## src/hw/rtl/eii_pkg.sv

```systemverilog
`timescale 1ns / 1ps
// Package for the error-integral index block: widths, item type, sequencer codes.
// Used by every module of the block; depends on nothing else.
package eii_pkg;

    localparam int SAMPLE_BITS = 16;
    localparam int TIME_BITS   = 16;
    localparam int ACC_BITS    = 64;
    localparam int HALF_BITS   = ACC_BITS / 2;
    localparam int ACC_COUNT   = 6;
    localparam int Y_BITS      = (SAMPLE_BITS > TIME_BITS + 1) ? SAMPLE_BITS : TIME_BITS + 1;
    localparam int PP_BITS     = HALF_BITS + Y_BITS;
    localparam int FULL_BITS   = ACC_BITS + Y_BITS + 1;
    localparam int QDEPTH      = 2;
    localparam int QPTR_BITS   = $clog2(QDEPTH);

    localparam logic [ACC_BITS-1:0] ACC_SIGN = {1'b1, {(ACC_BITS - 1){1'b0}}};

    typedef struct packed {
        logic                   start;
        logic                   neg;
        logic [TIME_BITS-1:0]   dt;
        logic [TIME_BITS:0]     ts;
        logic [SAMPLE_BITS-1:0] a1;
        logic [SAMPLE_BITS-1:0] a2;
    } eii_item_t;

    typedef enum logic [1:0] {
        ST_IDLE,
        ST_MUL_A,
        ST_MUL_B,
        ST_ACCUM
    } eii_state_t;

    typedef enum logic [2:0] {
        OP_SQ1,
        OP_SUMSQ,
        OP_M0,
        OP_M1,
        OP_M2,
        OP_M3,
        OP_M4,
        OP_M5
    } eii_op_t;

endpackage

```

## src/hw/rtl/eii_front.sv

```systemverilog
`timescale 1ns / 1ps
// Front end: holds the reference level and the previous sample, forms the
// error, interval and time sum of each transfer. Depends on eii_pkg.
module eii_front (
    input  logic                                   clk,
    input  logic                                   rst_n,
    input  logic                                   cfg_write,
    input  logic signed [eii_pkg::SAMPLE_BITS-1:0] cfg_data,
    input  logic                                   in_valid,
    input  logic                                   q_full,
    input  logic                                   start_record,
    input  logic        [eii_pkg::TIME_BITS-1:0]   time_stamp,
    input  logic signed [eii_pkg::SAMPLE_BITS-1:0] sample,
    output logic                                   push,
    output eii_pkg::eii_item_t                     item
);

    logic signed [eii_pkg::SAMPLE_BITS-1:0] ref_reg;
    logic        [eii_pkg::TIME_BITS-1:0]   prev_time_reg;
    logic signed [eii_pkg::SAMPLE_BITS:0]   prev_error_reg;
    logic                                   have_prev_reg;

    logic signed [eii_pkg::SAMPLE_BITS:0]   err;
    logic signed [eii_pkg::SAMPLE_BITS:0]   err_neg;
    logic signed [eii_pkg::SAMPLE_BITS:0]   prev_neg;
    logic        [eii_pkg::TIME_BITS:0]     dts;
    logic        [eii_pkg::TIME_BITS:0]     dts_neg;

    always_comb
    begin
        err      = (eii_pkg::SAMPLE_BITS + 1)'(sample) - (eii_pkg::SAMPLE_BITS + 1)'(ref_reg);
        err_neg  = -err;
        prev_neg = -prev_error_reg;
        dts      = {1'b0, time_stamp} - {1'b0, prev_time_reg};
        dts_neg  = -dts;
        push     = in_valid && !q_full;

        item.start = start_record || !have_prev_reg;
        item.neg   = dts[eii_pkg::TIME_BITS];
        item.dt    = dts[eii_pkg::TIME_BITS] ? dts_neg[eii_pkg::TIME_BITS-1:0]
                                             : dts[eii_pkg::TIME_BITS-1:0];
        item.ts    = {1'b0, time_stamp} + {1'b0, prev_time_reg};
        item.a1    = prev_error_reg[eii_pkg::SAMPLE_BITS] ? prev_neg[eii_pkg::SAMPLE_BITS-1:0]
                                                          : prev_error_reg[eii_pkg::SAMPLE_BITS-1:0];
        item.a2    = err[eii_pkg::SAMPLE_BITS] ? err_neg[eii_pkg::SAMPLE_BITS-1:0]
                                               : err[eii_pkg::SAMPLE_BITS-1:0];
    end

    always_ff @(posedge clk or negedge rst_n)
    begin
        if (!rst_n)
        begin
            ref_reg        <= '0;
            prev_time_reg  <= '0;
            prev_error_reg <= '0;
            have_prev_reg  <= 1'b0;
        end
        else
        begin
            if (cfg_write)
            begin
                ref_reg <= cfg_data;
            end
            if (push)
            begin
                prev_time_reg  <= time_stamp;
                prev_error_reg <= err;
                have_prev_reg  <= 1'b1;
            end
        end
    end

endmodule

```

## src/hw/rtl/eii_queue.sv

```systemverilog
`timescale 1ns / 1ps
// Small FIFO of prepared items between the front end and the back end.
// Depends on eii_pkg.
module eii_queue (
    input  logic               clk,
    input  logic               rst_n,
    input  logic               push,
    input  eii_pkg::eii_item_t push_item,
    output logic               full,
    input  logic               pop,
    output logic               q_valid,
    output eii_pkg::eii_item_t q_item
);

    eii_pkg::eii_item_t             mem_reg [eii_pkg::QDEPTH];
    logic [eii_pkg::QPTR_BITS-1:0]  wr_ptr_reg;
    logic [eii_pkg::QPTR_BITS-1:0]  rd_ptr_reg;
    logic [eii_pkg::QPTR_BITS:0]    count_reg;
    logic [eii_pkg::QPTR_BITS-1:0]  wr_ptr_next;
    logic [eii_pkg::QPTR_BITS-1:0]  rd_ptr_next;
    logic [eii_pkg::QPTR_BITS:0]    count_next;

    always_comb
    begin
        full    = (count_reg == (eii_pkg::QPTR_BITS + 1)'(eii_pkg::QDEPTH));
        q_valid = (count_reg != '0);
        q_item  = mem_reg[rd_ptr_reg];

        wr_ptr_next = wr_ptr_reg;
        rd_ptr_next = rd_ptr_reg;
        count_next  = count_reg;
        if (push)
        begin
            wr_ptr_next = (wr_ptr_reg == eii_pkg::QPTR_BITS'(eii_pkg::QDEPTH - 1))
                          ? '0 : wr_ptr_reg + 1'b1;
        end
        if (pop)
        begin
            rd_ptr_next = (rd_ptr_reg == eii_pkg::QPTR_BITS'(eii_pkg::QDEPTH - 1))
                          ? '0 : rd_ptr_reg + 1'b1;
        end
        if (push && !pop)
        begin
            count_next = count_reg + 1'b1;
        end
        else if (pop && !push)
        begin
            count_next = count_reg - 1'b1;
        end
    end

    always_ff @(posedge clk)
    begin
        if (push)
        begin
            mem_reg[wr_ptr_reg] <= push_item;
        end
    end

    always_ff @(posedge clk or negedge rst_n)
    begin
        if (!rst_n)
        begin
            wr_ptr_reg <= '0;
            rd_ptr_reg <= '0;
            count_reg  <= '0;
        end
        else
        begin
            wr_ptr_reg <= wr_ptr_next;
            rd_ptr_reg <= rd_ptr_next;
            count_reg  <= count_next;
        end
    end

endmodule

```

## src/hw/rtl/eii_back.sv

```systemverilog
`timescale 1ns / 1ps
// Back end: sequences the products of one interval on a shared split multiplier,
// then adds or subtracts them in six saturating accumulators. Depends on eii_pkg.
module eii_back (
    input  logic                              clk,
    input  logic                              rst_n,
    input  logic                              q_valid,
    input  eii_pkg::eii_item_t                q_item,
    output logic                              q_pop,
    input  logic                              out_stall,
    output logic                              out_valid,
    output logic signed [eii_pkg::ACC_BITS-1:0] abs_error_sum_x2,
    output logic signed [eii_pkg::ACC_BITS-1:0] sq_error_sum_x2,
    output logic signed [eii_pkg::ACC_BITS-1:0] time_abs_error_x4,
    output logic signed [eii_pkg::ACC_BITS-1:0] time_sq_error_x4,
    output logic signed [eii_pkg::ACC_BITS-1:0] time2_sq_error_x8,
    output logic signed [eii_pkg::ACC_BITS-1:0] time2_abs_error_x8,
    output logic                              indices_valid,
    output logic                              any_saturated
);

    eii_pkg::eii_state_t state_reg;
    eii_pkg::eii_state_t state_next;
    eii_pkg::eii_op_t    op_reg;
    eii_pkg::eii_op_t    op_next;
    eii_pkg::eii_item_t  item_reg;

    logic [eii_pkg::PP_BITS-1:0]   pp_lo_reg;
    logic [eii_pkg::PP_BITS-1:0]   pp_hi_reg;
    logic [eii_pkg::PP_BITS-1:0]   pp_lo_next;
    logic [eii_pkg::PP_BITS-1:0]   pp_hi_next;
    logic [eii_pkg::ACC_BITS-1:0]  res_reg [8];
    logic [7:0]                    res_ovf_reg;
    logic [eii_pkg::ACC_BITS-1:0]  acc_reg [eii_pkg::ACC_COUNT];
    logic [eii_pkg::ACC_BITS-1:0]  acc_next [eii_pkg::ACC_COUNT];
    logic                          sat_seen_reg;
    logic                          sat_seen_next;
    logic                          two_seen_reg;
    logic                          two_seen_next;
    logic                          out_valid_reg;

    logic                          mul_a;
    logic                          mul_b;
    logic                          commit;
    logic [eii_pkg::ACC_BITS-1:0]  x_sel;
    logic [eii_pkg::Y_BITS-1:0]    y_sel;
    logic                          x_ovf;
    logic [eii_pkg::ACC_BITS-1:0]  addend;
    logic [eii_pkg::FULL_BITS-1:0] full;
    logic                          prod_ovf;
    logic [eii_pkg::ACC_BITS-1:0]  u;
    logic [eii_pkg::ACC_BITS:0]    sum_u;
    logic [eii_pkg::ACC_BITS:0]    diff_u;
    logic                          clip;
    logic [eii_pkg::ACC_BITS-1:0]  u_new;
    logic                          any_clip;

    always_comb
    begin
        state_next = state_reg;
        op_next    = op_reg;
        q_pop      = 1'b0;
        mul_a      = 1'b0;
        mul_b      = 1'b0;
        commit     = 1'b0;
        case (state_reg)
            eii_pkg::ST_IDLE:
            begin
                if (q_valid)
                begin
                    q_pop      = 1'b1;
                    op_next    = eii_pkg::OP_SQ1;
                    state_next = q_item.start ? eii_pkg::ST_ACCUM : eii_pkg::ST_MUL_A;
                end
            end
            eii_pkg::ST_MUL_A:
            begin
                mul_a      = 1'b1;
                state_next = eii_pkg::ST_MUL_B;
            end
            eii_pkg::ST_MUL_B:
            begin
                mul_b = 1'b1;
                if (op_reg == eii_pkg::OP_M5)
                begin
                    state_next = eii_pkg::ST_ACCUM;
                end
                else
                begin
                    op_next    = eii_pkg::eii_op_t'(op_reg + 3'd1);
                    state_next = eii_pkg::ST_MUL_A;
                end
            end
            eii_pkg::ST_ACCUM:
            begin
                if (!out_valid_reg || !out_stall)
                begin
                    commit     = 1'b1;
                    state_next = eii_pkg::ST_IDLE;
                end
            end
            default:
            begin
                state_next = eii_pkg::ST_IDLE;
            end
        endcase
    end

    always_comb
    begin
        x_sel  = '0;
        y_sel  = '0;
        x_ovf  = 1'b0;
        addend = '0;
        case (op_reg)
            eii_pkg::OP_SQ1:
            begin
                x_sel = eii_pkg::ACC_BITS'(item_reg.a1);
                y_sel = eii_pkg::Y_BITS'(item_reg.a1);
            end
            eii_pkg::OP_SUMSQ:
            begin
                x_sel  = eii_pkg::ACC_BITS'(item_reg.a2);
                y_sel  = eii_pkg::Y_BITS'(item_reg.a2);
                addend = res_reg[eii_pkg::OP_SQ1];
                x_ovf  = res_ovf_reg[eii_pkg::OP_SQ1];
            end
            eii_pkg::OP_M0:
            begin
                x_sel = eii_pkg::ACC_BITS'(item_reg.a1) + eii_pkg::ACC_BITS'(item_reg.a2);
                y_sel = eii_pkg::Y_BITS'(item_reg.dt);
            end
            eii_pkg::OP_M1:
            begin
                x_sel = res_reg[eii_pkg::OP_SUMSQ];
                y_sel = eii_pkg::Y_BITS'(item_reg.dt);
                x_ovf = res_ovf_reg[eii_pkg::OP_SUMSQ];
            end
            eii_pkg::OP_M2:
            begin
                x_sel = res_reg[eii_pkg::OP_M0];
                y_sel = eii_pkg::Y_BITS'(item_reg.ts);
                x_ovf = res_ovf_reg[eii_pkg::OP_M0];
            end
            eii_pkg::OP_M3:
            begin
                x_sel = res_reg[eii_pkg::OP_M1];
                y_sel = eii_pkg::Y_BITS'(item_reg.ts);
                x_ovf = res_ovf_reg[eii_pkg::OP_M1];
            end
            eii_pkg::OP_M4:
            begin
                x_sel = res_reg[eii_pkg::OP_M3];
                y_sel = eii_pkg::Y_BITS'(item_reg.ts);
                x_ovf = res_ovf_reg[eii_pkg::OP_M3];
            end
            eii_pkg::OP_M5:
            begin
                x_sel = res_reg[eii_pkg::OP_M2];
                y_sel = eii_pkg::Y_BITS'(item_reg.ts);
                x_ovf = res_ovf_reg[eii_pkg::OP_M2];
            end
            default:
            begin
                x_sel = '0;
            end
        endcase

        pp_lo_next = eii_pkg::PP_BITS'(x_sel[eii_pkg::HALF_BITS-1:0])
                   * eii_pkg::PP_BITS'(y_sel);
        pp_hi_next = eii_pkg::PP_BITS'(x_sel[eii_pkg::ACC_BITS-1:eii_pkg::HALF_BITS])
                   * eii_pkg::PP_BITS'(y_sel);
        full       = {1'b0, pp_hi_reg, {eii_pkg::HALF_BITS{1'b0}}}
                   + eii_pkg::FULL_BITS'(pp_lo_reg)
                   + eii_pkg::FULL_BITS'(addend);
        prod_ovf   = x_ovf || (|full[eii_pkg::FULL_BITS-1:eii_pkg::ACC_BITS]);
    end

    always_comb
    begin
        any_clip = 1'b0;
        u        = '0;
        sum_u    = '0;
        diff_u   = '0;
        clip     = 1'b0;
        u_new    = '0;
        for (int k = 0; k < eii_pkg::ACC_COUNT; k++)
        begin
            u      = acc_reg[k] ^ eii_pkg::ACC_SIGN;
            sum_u  = {1'b0, u} + {1'b0, res_reg[3'(k + 2)]};
            diff_u = {1'b0, u} - {1'b0, res_reg[3'(k + 2)]};
            if (!item_reg.neg)
            begin
                clip  = res_ovf_reg[3'(k + 2)] || sum_u[eii_pkg::ACC_BITS];
                u_new = clip ? '1 : sum_u[eii_pkg::ACC_BITS-1:0];
            end
            else
            begin
                clip  = res_ovf_reg[3'(k + 2)] || diff_u[eii_pkg::ACC_BITS];
                u_new = clip ? '0 : diff_u[eii_pkg::ACC_BITS-1:0];
            end
            any_clip    = any_clip || clip;
            acc_next[k] = item_reg.start ? '0 : (u_new ^ eii_pkg::ACC_SIGN);
        end
        sat_seen_next = item_reg.start ? 1'b0 : (sat_seen_reg || any_clip);
        two_seen_next = !item_reg.start;
    end

    always_ff @(posedge clk or negedge rst_n)
    begin
        if (!rst_n)
        begin
            state_reg     <= eii_pkg::ST_IDLE;
            op_reg        <= eii_pkg::OP_SQ1;
            out_valid_reg <= 1'b0;
            sat_seen_reg  <= 1'b0;
            two_seen_reg  <= 1'b0;
        end
        else
        begin
            state_reg <= state_next;
            op_reg    <= op_next;
            if (commit)
            begin
                out_valid_reg <= 1'b1;
                sat_seen_reg  <= sat_seen_next;
                two_seen_reg  <= two_seen_next;
            end
            else if (!out_stall)
            begin
                out_valid_reg <= 1'b0;
            end
        end
    end

    always_ff @(posedge clk)
    begin
        if (q_pop)
        begin
            item_reg <= q_item;
        end
        if (mul_a)
        begin
            pp_lo_reg <= pp_lo_next;
            pp_hi_reg <= pp_hi_next;
        end
        if (mul_b)
        begin
            res_reg[op_reg]     <= full[eii_pkg::ACC_BITS-1:0];
            res_ovf_reg[op_reg] <= prod_ovf;
        end
        if (commit)
        begin
            for (int k = 0; k < eii_pkg::ACC_COUNT; k++)
            begin
                acc_reg[k] <= acc_next[k];
            end
        end
    end

    assign out_valid          = out_valid_reg;
    assign abs_error_sum_x2   = acc_reg[0];
    assign sq_error_sum_x2    = acc_reg[1];
    assign time_abs_error_x4  = acc_reg[2];
    assign time_sq_error_x4   = acc_reg[3];
    assign time2_sq_error_x8  = acc_reg[4];
    assign time2_abs_error_x8 = acc_reg[5];
    assign indices_valid      = two_seen_reg;
    assign any_saturated      = sat_seen_reg;

    a_start_clears: assert property (@(posedge clk) disable iff (!rst_n)
        (commit && item_reg.start) |=>
            (abs_error_sum_x2 == '0 && time2_sq_error_x8 == '0
             && !indices_valid && !any_saturated))
        else $error("record start did not clear the indices");

    a_sat_sticky: assert property (@(posedge clk) disable iff (!rst_n)
        (sat_seen_reg && !(commit && item_reg.start)) |=> sat_seen_reg)
        else $error("saturation flag dropped inside a record");

    a_no_overwrite: assert property (@(posedge clk) disable iff (!rst_n)
        commit |-> (!out_valid_reg || !out_stall))
        else $error("result overwritten while stalled");

    a_pop_when_idle: assert property (@(posedge clk) disable iff (!rst_n)
        q_pop |-> (state_reg == eii_pkg::ST_IDLE && q_valid))
        else $error("queue popped outside idle or while empty");

endmodule

```

## src/hw/rtl/error_integral_indices.sv

```systemverilog
`timescale 1ns / 1ps
// Top level of the error-integral index block: front end, item queue and back end.
// Depends on eii_pkg, eii_front, eii_queue and eii_back.
//
// Usage: write the reference level with cfg_write/cfg_data while the block is idle.
// Input samples arrive on in_valid/in_stall with start_record, time_stamp and sample;
// a transfer happens on a clock edge with valid high and stall low. Each input
// transfer yields exactly one result transfer on out_valid/out_stall carrying the six
// running saturating accumulators, indices_valid and any_saturated.
// The front end prepares each sample combinationally and queues it in a two-entry FIFO.
// The back end runs one item at a time on a shared 32-bit-split multiplier and
// pops no new item until the last one is committed: a record-start item goes from
// fetch straight to accumulate, any other item runs a fetch, two steps for each of
// eight products (partial products, then their sum) and an accumulate.
// After reset the first sample always opens a record.
// While out_stall holds a valid result, the result register keeps its value,
// the back end waits in its accumulate step and the queue takes samples until full.
module error_integral_indices (
    input  logic                                   clk,
    input  logic                                   rst_n,
    input  logic                                   cfg_write,
    input  logic signed [eii_pkg::SAMPLE_BITS-1:0] cfg_data,
    input  logic                                   in_valid,
    output logic                                   in_stall,
    input  logic                                   start_record,
    input  logic        [eii_pkg::TIME_BITS-1:0]   time_stamp,
    input  logic signed [eii_pkg::SAMPLE_BITS-1:0] sample,
    output logic                                   out_valid,
    input  logic                                   out_stall,
    output logic signed [eii_pkg::ACC_BITS-1:0]    abs_error_sum_x2,
    output logic signed [eii_pkg::ACC_BITS-1:0]    sq_error_sum_x2,
    output logic signed [eii_pkg::ACC_BITS-1:0]    time_abs_error_x4,
    output logic signed [eii_pkg::ACC_BITS-1:0]    time_sq_error_x4,
    output logic signed [eii_pkg::ACC_BITS-1:0]    time2_sq_error_x8,
    output logic signed [eii_pkg::ACC_BITS-1:0]    time2_abs_error_x8,
    output logic                                   indices_valid,
    output logic                                   any_saturated
);

    logic               push;
    logic               q_full;
    logic               q_pop;
    logic               q_valid;
    eii_pkg::eii_item_t push_item;
    eii_pkg::eii_item_t q_item;

    assign in_stall = q_full;

    eii_front u_front (
        .clk          (clk),
        .rst_n        (rst_n),
        .cfg_write    (cfg_write),
        .cfg_data     (cfg_data),
        .in_valid     (in_valid),
        .q_full       (q_full),
        .start_record (start_record),
        .time_stamp   (time_stamp),
        .sample       (sample),
        .push         (push),
        .item         (push_item)
    );

    eii_queue u_queue (
        .clk       (clk),
        .rst_n     (rst_n),
        .push      (push),
        .push_item (push_item),
        .full      (q_full),
        .pop       (q_pop),
        .q_valid   (q_valid),
        .q_item    (q_item)
    );

    eii_back u_back (
        .clk                (clk),
        .rst_n              (rst_n),
        .q_valid            (q_valid),
        .q_item             (q_item),
        .q_pop              (q_pop),
        .out_stall          (out_stall),
        .out_valid          (out_valid),
        .abs_error_sum_x2   (abs_error_sum_x2),
        .sq_error_sum_x2    (sq_error_sum_x2),
        .time_abs_error_x4  (time_abs_error_x4),
        .time_sq_error_x4   (time_sq_error_x4),
        .time2_sq_error_x8  (time2_sq_error_x8),
        .time2_abs_error_x8 (time2_abs_error_x8),
        .indices_valid      (indices_valid),
        .any_saturated      (any_saturated)
    );

endmodule
```

## config.mk

```make
export PLATFORM = sky130hd
export DESIGN_NAME = error_integral_indices
export DESIGN_NICKNAME = d
export VERILOG_FILES = /design/src/hw/rtl/eii_pkg.sv /design/src/hw/rtl/eii_front.sv /design/src/hw/rtl/eii_queue.sv /design/src/hw/rtl/eii_back.sv /design/src/hw/rtl/error_integral_indices.sv
export SDC_FILE = /design/constraint.sdc
export NUM_CORES = 2
export LEC_CHECK = 0
export BUFFER_PORTS_ARGS = -buffer_cell sky130_fd_sc_hd__clkbuf_2
export CORE_ASPECT_RATIO = 1.2
export CORE_MARGIN = 2
export CORE_UTILIZATION = 40
export CTS_CLUSTER_DIAMETER = 150
export DETAILED_ROUTE_END_ITERATION = 8
export MAX_ROUTING_LAYER = met4
export SYNTH_ARGS = -nofsm -noshare
export SYNTH_HDL_FRONTEND = slang
export SYNTH_SLANG_ARGS = --single-unit
```

## constraint.sdc

```tcl
create_clock -name clk -period 8.8 [get_ports clk]
set_input_delay 1.32 -clock clk [delete_from_list [all_inputs] [get_ports clk]]
set_output_delay 1.32 -clock clk [all_outputs]
set_load 0.01 [all_outputs]
```

==> flow_summary.yaml <==
outcome:
  outcome: "finished, violations left"
  violations: "setup timing"
timing:
  skew_ns: 0.0713
  fmax_ghz: 0.110
  post-route-period-util: 1.03
  rsz0062_at_grt: "yes"
  finalHoldViolCount: 0
  worst_slack_ns: -0.284
  setup_violations: 15
  maxSlewHeadroom: 0.159
  worstMarginPinSlew_ns: 1.26
  maxSlewViolCount: 0
  period_minus_slack_ns: 9.08
synth:
  synthArstFlopShare: 0.0696
  ys_types: 115
  synth_common_cells: "inv_1 (1,392), nand2_1 (1,253), fa_1 (924), edfxtp_1 (816), ha_1 (687)"
  syn_avg_cell_area_um2: 9.42
  synth_area_mm2: 0.0915
  syn_nets: 11400
  synth_edf_count: 816
  synth_warnings: 0
  synthCells: 9714
  ys_ff_latch: 877
  synth_ff_type: "edfxtp_1"
  synth.area.top_cells: "edfxtp_1 (27%), fa_1 (20%), ha_1 (9.4%)"
  yosysTopAreaCell: "edfxtp_1"
  yosysSeqAreaShare: 0.285
  yosysTopAreaCellShare: 0.268
  synth.most_common_cell: "inv_1"
floorplan:
  rows: 192
  start_util: 0.402
  die_h_um: 528
  core_mm2: 0.228
  io_pins: 442
  die_area_mm2: 0.233
  die_w_um: 441
final_layout:
  largest_reg_flops: 384
  syn_to_final_growth_pct: 15.1
  fill_cells: 21700
  nNetsFinal: 12100
  fin_util: 0.462
  final_layout_size_suffix_gt1_frac: 0.177
worst_setup_path:
  cp.arrival_ns: 9.56
  cp_top_family: "adder cells"
  path_class: "reg -> reg"
  slowest_stage: "or4_4"
  start_kind: "flip-flop"
  worst_path_most_repeated_cell: "fa_1"
  cpPeakStageDelay_ns: 0.63
  worstPathMaxFanout: 10
  cp.required_ns: 9.28
  cp-end-kind: "flip-flop"
  critical_path_buf_inv_count: 6
routing:
  first_iter_violations: 6060
  wirelength_um: 321000
  vias: 74600
  viasPerCell: 5.53
  drtPass1Iterations: 8
  wl_per_cell_um: 23.8
  detail-route-antenna-nets: 0
  drc: 0
run:
  maxCapViolCount: 0
grt:
  grt_pass1_vias: 75700
  grt_use_total: 0.280
  grt_max_degree: 176
  grt_pass1_wl_um: 478000
  grt.overflow.total: 0
  antenna_found_initial: 14
clocking:
  clockBufferDepth: 3
  clock-root-buffer: "clkbuf_16"
  hold_buffers: 0
  cts_tree: "done"
  cts.htree.levels: 3
  cts_inserted_buffers: 97
  clock_sinks: 877
  clkTransAtPathRegs_ns: 0.08
  clkLatencyLatePin_ns: 0.78
placement:
  io_buffers: 441
  place.gp.congestion: 0.988
  place_hpwl_um: 262000
worst_hold_path:
  min_path_type: "in -> async"
worst paths after layout:
check | to | from | slack, ns | depth (start not counted)
hold reg to reg | u_front.have_prev_reg | u_front.have_prev_reg | 0.49 | 1
max in group asynchronous | u_queue.rd_ptr_reg | rst_n | 7.31 | 2
setup reg to reg | u_back.pp_lo_reg[45] | u_back.op_reg[1] | -0.28 | 31
setup / recovery | u_back.pp_lo_reg[45] | u_back.op_reg[1] | -0.28 | 31
hold / removal | u_front.prev_time_reg[13] | rst_n | 0.41 | 1
min in group clk | u_front.have_prev_reg | u_front.have_prev_reg | 0.49 | 1
worst register-to-register path: cells and delay by family, from the launching register on:
kind / cells / cell delay (ns)
buffers and inverters: 6 / 0.78
and+or+nand+nor: 8 / 2.13
DFF: 1 / 0.44
AOI/OAI and AO/OA: 8 / 1.70
adders and majority gates: 8 / 3.61
xor gates and xnor gates: 1 / 0.13
through the flow:
| stage | cells | hold WS [ns] | area, um2 | setup TNS (ns) | worst slack, ns |
|---|---|---|---|---|---|
| after floorplan | 9714 | 0.436 | 91600 | 0 | 0.0854 |
| after global placement | 13300 | 0.454 | 100000 | -5.70 | -0.512 |
| after detailed placement | 13300 | 0.468 | 100000 | -10.12 | -0.727 |
| after CTS | 13400 | 0.362 | 104000 | -0.559 | -0.142 |
| after global routing | 13500 | 0.392 | 105000 | -5.66 | -0.511 |
| final | 13500 | 0.414 | 105000 | -1.49 | -0.284 |
cell type report:
cell class / count / area, um2 / area share
Multi-Input combinational cell: 6744 / 57600 / 0.547
Sequential cell: 877 / 26000 / 0.247
Timing Repair Buffer: 1278 / 9240 / 0.0878
Inverter: 1393 / 5240 / 0.0497
Tap cell: 3007 / 3760 / 0.0357
Clock buffer: 109 / 2510 / 0.0239
Clock inverter: 71 / 933 / 0.00886
Antenna cell: 4 / 10.0 / 0.0000950
kinds of logic after synthesis:
kind of cell	share of synthesized area
XOR/XNOR	0.0234
AO/OA/AOI/OAI	0.161
adder cells (fa/ha/maj)	0.296
flip-flops	0.285
multiplexers	0.0103
AND/OR/NAND/NOR	0.126
buffers and inverters	0.0982
layer usage:
| metal | part of all wire | GRT usage | vias to the layer above | wire (um) |
|---|---|---|---|---|
| met1 | 0.43 | 0.366 | 37500 | 137000 |
| met2 | 0.47 | 0.449 | 2523 | 151000 |
| li1 | - | - | 34100 | - |
| met3 | 0.062 | 0.0346 | 459 | 20000 |
| met5 | 0 | - | - | 0 |
| met4 | 0.039 | 0.0955 | 0 | 12400 |
timing repair:
action	4_1_cts	5_1_grt
pin swaps	39	134
setup endpoints to repair	32	30
resized for setup	82	179
setup buffers	13	42
cloned	0	3
placed cells by master, fill, tap and decap left out, types with 41 or more instances in the layout:
cell	instances
a211oi_1	55
a21o_1	164
a21oi_1	611
a221oi_1	84
a222oi_1	57
a22oi_1	80
a31oi_1	44
and2_1	161
buf_12	45
buf_4	759
clkbuf_16	100
clkbuf_2	440
dfrtp_1	59
edfxtp_1	816
fa_1	901
ha_1	666
inv_1	1376
mux2_2	80
nand2_1	1247
nand2b_1	60
nand3_1	88
nand4_1	62
nor2_1	572
nor2b_1	64
nor3_1	91
nor4_1	45
o211ai_1	41
o21a_1	51
o21ai_0	394
o21bai_1	113
o22ai_1	46
o31ai_1	62
xnor2_1	178
xor2_1	61
Power is not shown: default switching activity piles up to over one toggle a cycle in this logic, so the estimate is an artifact.
